File: src/hdl/sssp_pkg.sv
// ---------------------------------------------------------------------------
// sssp_pkg
// Shared constants, types and the microcode program of the state-space
// plant step block.
// ---------------------------------------------------------------------------
package sssp_pkg;

    localparam int STATE_COUNT_DEF  = 8;
    localparam int OUTPUT_COUNT_DEF = 2;
    localparam int COEF_DEPTH_DEF   = 128;

    localparam int SIG_W   = 32;
    localparam int COEF_W  = 32;
    localparam int INDEX_W = 7;
    localparam int ACT_W   = 2;
    localparam int STEP_W  = 4;

    typedef enum logic [ACT_W-1:0] {
        ACT_STEP  = 2'd0,
        ACT_WRITE = 2'd1,
        ACT_CLEAR = 2'd2,
        ACT_NONE  = 2'd3
    } action_t;

    typedef enum logic [2:0] {
        OP_WAIT,
        OP_MACX,
        OP_MACU,
        OP_NOP,
        OP_FIN_Y,
        OP_FIN_X,
        OP_COMMIT
    } op_t;

    typedef enum logic [2:0] {
        C_NONE,
        C_ALWAYS,
        C_NO_START,
        C_J_MORE,
        C_I_OUT,
        C_I_ST,
        C_OUT_BUSY
    } cond_t;

    typedef struct packed {
        op_t               op;
        cond_t             cond;
        logic [STEP_W-1:0] target;
    } ctrl_word_t;

    typedef struct packed {
        logic valid;
        logic finish;
    } mac_ctl_t;

    localparam logic [STEP_W-1:0] STEP_IDLE    = 4'd0;
    localparam logic [STEP_W-1:0] STEP_OUT_ROW = 4'd1;
    localparam logic [STEP_W-1:0] STEP_ST_ROW  = 4'd6;
    localparam logic [STEP_W-1:0] STEP_COMMIT  = 4'd11;
    localparam logic [STEP_W-1:0] PROG_LEN     = 4'd13;

    function automatic ctrl_word_t ucode(input logic [STEP_W-1:0] step);
        ctrl_word_t cw;
        cw = '{op: OP_NOP, cond: C_ALWAYS, target: STEP_IDLE};
        case (step)
            4'd0:  cw = '{op: OP_WAIT,   cond: C_NO_START, target: STEP_IDLE};
            4'd1:  cw = '{op: OP_MACX,   cond: C_J_MORE,   target: STEP_OUT_ROW};
            4'd2:  cw = '{op: OP_MACU,   cond: C_NONE,     target: STEP_IDLE};
            4'd3:  cw = '{op: OP_NOP,    cond: C_NONE,     target: STEP_IDLE};
            4'd4:  cw = '{op: OP_NOP,    cond: C_NONE,     target: STEP_IDLE};
            4'd5:  cw = '{op: OP_FIN_Y,  cond: C_I_OUT,    target: STEP_OUT_ROW};
            4'd6:  cw = '{op: OP_MACX,   cond: C_J_MORE,   target: STEP_ST_ROW};
            4'd7:  cw = '{op: OP_MACU,   cond: C_NONE,     target: STEP_IDLE};
            4'd8:  cw = '{op: OP_NOP,    cond: C_NONE,     target: STEP_IDLE};
            4'd9:  cw = '{op: OP_NOP,    cond: C_NONE,     target: STEP_IDLE};
            4'd10: cw = '{op: OP_FIN_X,  cond: C_I_ST,     target: STEP_ST_ROW};
            4'd11: cw = '{op: OP_COMMIT, cond: C_OUT_BUSY, target: STEP_COMMIT};
            4'd12: cw = '{op: OP_NOP,    cond: C_ALWAYS,   target: STEP_IDLE};
            default: cw = '{op: OP_NOP,  cond: C_ALWAYS,   target: STEP_IDLE};
        endcase
        return cw;
    endfunction

endpackage

File: src/hdl/sssp_mac.sv
// ---------------------------------------------------------------------------
// sssp_mac
// Shared multiply-accumulate unit: Q8.24 x Q16.16 products summed exactly,
// then rounded to nearest Q16.16 and saturated to 32 bits.
// ---------------------------------------------------------------------------
module sssp_mac #(
    parameter int STATE_COUNT = sssp_pkg::STATE_COUNT_DEF
) (
    input  logic                                clk,
    input  logic                                rst_n,
    input  sssp_pkg::mac_ctl_t                  ctl,
    input  logic signed [sssp_pkg::COEF_W-1:0]  coef,
    input  logic signed [sssp_pkg::SIG_W-1:0]   sig,
    output logic        [sssp_pkg::SIG_W-1:0]   res,
    output logic                                res_sat
);

    localparam int PROD_W = sssp_pkg::COEF_W + sssp_pkg::SIG_W;
    localparam int ACC_W  = PROD_W + $clog2(STATE_COUNT + 2);
    localparam int SHR_W  = ACC_W - 24;

    logic signed [PROD_W-1:0] prod_reg;
    logic                     prod_vld_reg;
    logic signed [ACC_W-1:0]  acc_reg;
    logic signed [ACC_W-1:0]  acc_next;
    logic signed [ACC_W-1:0]  rnd;
    logic signed [SHR_W-1:0]  shr;
    logic                     over_hi;
    logic                     over_lo;

    always_comb
    begin
        if (ctl.finish)
            acc_next = '0;
        else if (prod_vld_reg)
            acc_next = acc_reg + ACC_W'(prod_reg);
        else
            acc_next = acc_reg;
    end

    always_ff @(posedge clk or negedge rst_n)
    begin
        if (!rst_n)
        begin
            prod_vld_reg <= 1'b0;
            acc_reg      <= '0;
        end
        else
        begin
            prod_vld_reg <= ctl.valid;
            acc_reg      <= acc_next;
        end
    end

    always_ff @(posedge clk)
    begin
        prod_reg <= coef * sig;
    end

    // round half up, drop 24 fraction bits, clip to 32 bits
    always_comb
    begin
        rnd     = acc_reg + ACC_W'(25'sh80_0000);
        shr     = SHR_W'(rnd >>> 24);
        over_hi = shr > SHR_W'(33'sh0_7FFF_FFFF);
        over_lo = shr < -SHR_W'(33'sh0_8000_0000);
        if (over_hi)
            res = 32'h7FFF_FFFF;
        else if (over_lo)
            res = 32'h8000_0000;
        else
            res = shr[sssp_pkg::SIG_W-1:0];
        res_sat = over_hi | over_lo;
    end

`ifndef SYNTHESIS
    a_fin_drained: assert property (@(posedge clk) disable iff (!rst_n)
        ctl.finish |-> !prod_vld_reg && !ctl.valid)
        else $error("accumulator read while a product is in flight");
`endif

endmodule

File: config.mk
export PLATFORM = sky130hd
export DESIGN_NAME = sssp_mac
export DESIGN_NICKNAME = d
export VERILOG_FILES = /design/src/hdl/sssp_pkg.sv /design/src/hdl/sssp_mac.sv
export SDC_FILE = /design/constraint.sdc
export NUM_CORES = 2
export LEC_CHECK = 0
export ABC_AREA = 1
export BUFFER_PORTS_ARGS = -buffer_cell sky130_fd_sc_hd__buf_4
export CORE_ASPECT_RATIO = 0.75
export CORE_UTILIZATION = 55
export DETAILED_ROUTE_END_ITERATION = 12
export GPL_TIMING_DRIVEN = 0
export PLACE_DENSITY_LB_ADDON = 0.12
export SYNTH_ARGS = -nofsm -noshare
export SYNTH_HDL_FRONTEND = slang
export SYNTH_SLANG_ARGS = --single-unit
File: constraint.sdc
create_clock -name clk -period 6.2 [get_ports clk]
set_clock_uncertainty 0.05 [all_clocks]
set_input_delay 0.31 -clock clk [delete_from_list [all_inputs] [get_ports clk]]
set_output_delay 0.31 -clock clk [all_outputs]
set_load 0.05 [all_outputs]
==> reports/qor.yml <==
route:
  vias_per_cell: 5.791
  drc_errors: 0
  dr.pass1.iters: 8
  wl_um: 209600
  drt_iter0_drc: 5690
  wl_met3_um: 38380
  highest_layer: "met5"
  ant_nets: 0
  vias: 46030
  met1Wirelength_um: 82150
  wl_per_cell_um: 26.38
  wl_met2_um: 78430
cts:
  clock_sinks: 133
  insertion_delay_ns: 0.44
  cts_max_path_buffers: 2
  cts_max_level: 4
  cts.reportedPaths.clkPinSlew_ns: 0.07
  cts_inserted_buffers: 17
  cts_tree: "yes"
  cts_root_buf: "clkbuf_16"
setup_path:
  end_kind: "flip-flop"
  crit_type: "in -> reg"
  worstPathMaxFanout: 5
  critPathLaunchType: "input port"
  crit_arrival_ns: 7.18
  critPathRequiredTime_ns: 6.44
global_routing:
  grt_max_degree: 70
  grt-ovfl-total: 0
  grt_pass1_vias: 45660
  grt_use_total_pct: 47.37
  grt_antenna_before_repair: 10
  grt_pass1_wl_um: 299400
synth:
  synthCells: 6462
  ys_types: 39
  ys_ff_latch: 133
  synth_edf_count: 0
  yosysMostFrequentCell: "nand2_1"
  yosysWarnings: 0
  yosysTopAreaCell: "fa_1"
  ys_seq_area_share_pct: 6.226
  synth_top_family_by_area: "adder cells"
  synth_ff_type: "dfrtp_1"
  async_flop_share_pct: 51.88
  syn_area_um2: 48310
  synth_xor_area_share_pct: 1.740
  synth_area_leaders: "fa_1 45%, nand2_1 14%, inv_1 14%, ha_1 6.5%, dfrtp_1 3.6%"
  synthSimpleGateAreaFrac_pct: 20.52
  netlist.area_leader.share_pct: 44.87
  synthMuxAreaShare_pct: 0
  synth_compound_area_share_pct: 4.737
  synth-adder-area-share_pct: 51.40
  synth_fp_nets: 7865
  syn_area_per_cell_um2: 7.477
  synthTopCellsByCount: "1,846 x nand2_1, 1,759 x inv_1, 1,083 x fa_1"
timing:
  fin_crit_sh_pct: 112.0
  finalHoldViolations: 17
  min_period_ns: 6.943
  setup_viol: 38
  fmax_ghz: 0.1440
  worst_pin_slew_ns: 1.079
  rsz0062_at_grt: "true"
  slew-limit-headroom_pct: 28.05
  fin_ws_ns: -0.7435
  slew_violations: 0
  timing.hold.ws_ns: -0.04495
floorplan:
  rows: 93
  boundaryPins: 101
  start_util_pct: 55.88
  core_area_um2: 86460
  die_w_um: 344.2
  fp.dieArea_um2: 89050
  die_y_um: 258.7
placement:
  gp_congestion: 1.077
  dpl.hpwl_um: 169600
  placed_area_um2: 50840
  port_buffers: 100
outcome:
  status: "finished, violations left"
  failed_checks: "negative hold slack, negative setup slack"
final_layout:
  largest_register_ffs: 68
  finish.net_count: 8194
  fillerInstances: 7262
  area_growth_pct: 20.75
  design_area_um2: 58340
  layout-drive-gt1-share_pct: 16.73
run:
  maxCapViolations: 0
min_path:
  hold_path_class: "in -> async"
worst max-delay path, cell delays in order:
cell       delay (ns)
buf_6            0.12
clkbuf_16        0.17
nand2_4          0.07
inv_4            0.03
fa_1             0.60
inv_4            0.07
buf_4            0.16
fa_1             0.52
inv_2            0.05
fa_1             0.51
fa_1             0.56
fa_1             0.44
fa_1             0.55
fa_2             0.54
fa_1             0.56
ha_4             0.35
nand2_4          0.09
nor2_4           0.16
inv_2            0.08
nor2_4           0.10
inv_2            0.07
nor3_4           0.21
nand3_1          0.09
o211ai_1         0.59
xor2_1           0.15
layout make-up:
type / count / area [um2] / share of cell area (%)
clock inverter: 14 / 155.1 / 0.2660
tap: 1140 / 1426 / 2.445
clock buffer: 18 / 439.2 / 0.7528
buffer: 211 / 2801 / 4.802
timing repair buffer: 310 / 2843 / 4.873
inverter: 1759 / 6653 / 11.40
sequential: 133 / 3008 / 5.156
multi-input combinational: 4359 / 41000 / 70.28
antenna: 4 / 10.01 / 0.01716
worst paths after layout:
kind	startpoint	endpoint	slack [ns]	cells after the start
max	sig[7]	prod_reg[49]$_DFF_P_	-0.74	25
min	rst_n	acc_reg[2]$_DFFE_PN0P_	-0.04	1
max reg2reg	acc_reg[33]$_DFFE_PN0P_	acc_reg[46]$_DFFE_PN0P_	2.54	10
min reg2reg	acc_reg[15]$_DFFE_PN0P_	acc_reg[15]$_DFFE_PN0P_	0.44	2
max in group asynchronous	rst_n	acc_reg[43]$_DFFE_PN0P_	5.37	1
min in group clk	ctl[0]	acc_reg[7]$_DFFE_PN0P_	0.03	2
metrics by stage:
step | util, % | hold WS [ns] | setup TNS, ns | std cells | worst slack, ns
floorplan | - | -0.03559 | -7.673 | 6462 | -0.6281
global placement | 58.80 | 0.3700 | -80.54 | 7702 | -2.487
detailed placement | 58.80 | 0.3818 | -81.56 | 7702 | -2.519
global route | 67.46 | 0.03054 | -18.72 | 7944 | -0.8109
CTS | 64.98 | 0.009019 | -9.641 | 7858 | -0.5886
finish | 67.48 | -0.04495 | -14.28 | 7948 | -0.7435
layout by cell type (no fill, tap or decap), drive strengths merged, types with 152 or more instances in the layout:
master | netlist | final
buf | 7 | 339
o21ai | 152 | 152
inv | 1759 | 1764
fa | 1083 | 1083
a21oi | 207 | 207
nand2 | 1847 | 1847
clkbuf | 204 | 199
nand3 | 155 | 155
nor2 | 384 | 384
ha | 252 | 252
what timing repair did:
action	in CTS	in global routing
setup buffers	123	89
hold buffers	1	0
setup endpoints to repair	50	46
pin swaps	165	238
gates resized for setup	964	407
hold endpoints to repair	1	0
gates cloned	1	0
metal layers:
metal | vias to the layer above | global-route usage (%)
met2 | 3456 | 61.18
met4 | 16 | 17.99
met5 | - | 1.976
li1 | 19260 | -
met3 | 671 | 24.54
met1 | 22630 | 66.30
cells by family after synthesis:
logic type	after synthesis
fa+ha+maj	1335
xor+xnor	96
compound gates	425
buf+inv	1970
simple gates	2503
flops	133
Power is left out: the tool's default activity adds up to more than one toggle a clock period on the data nets, which glitch-free logic cannot reach.
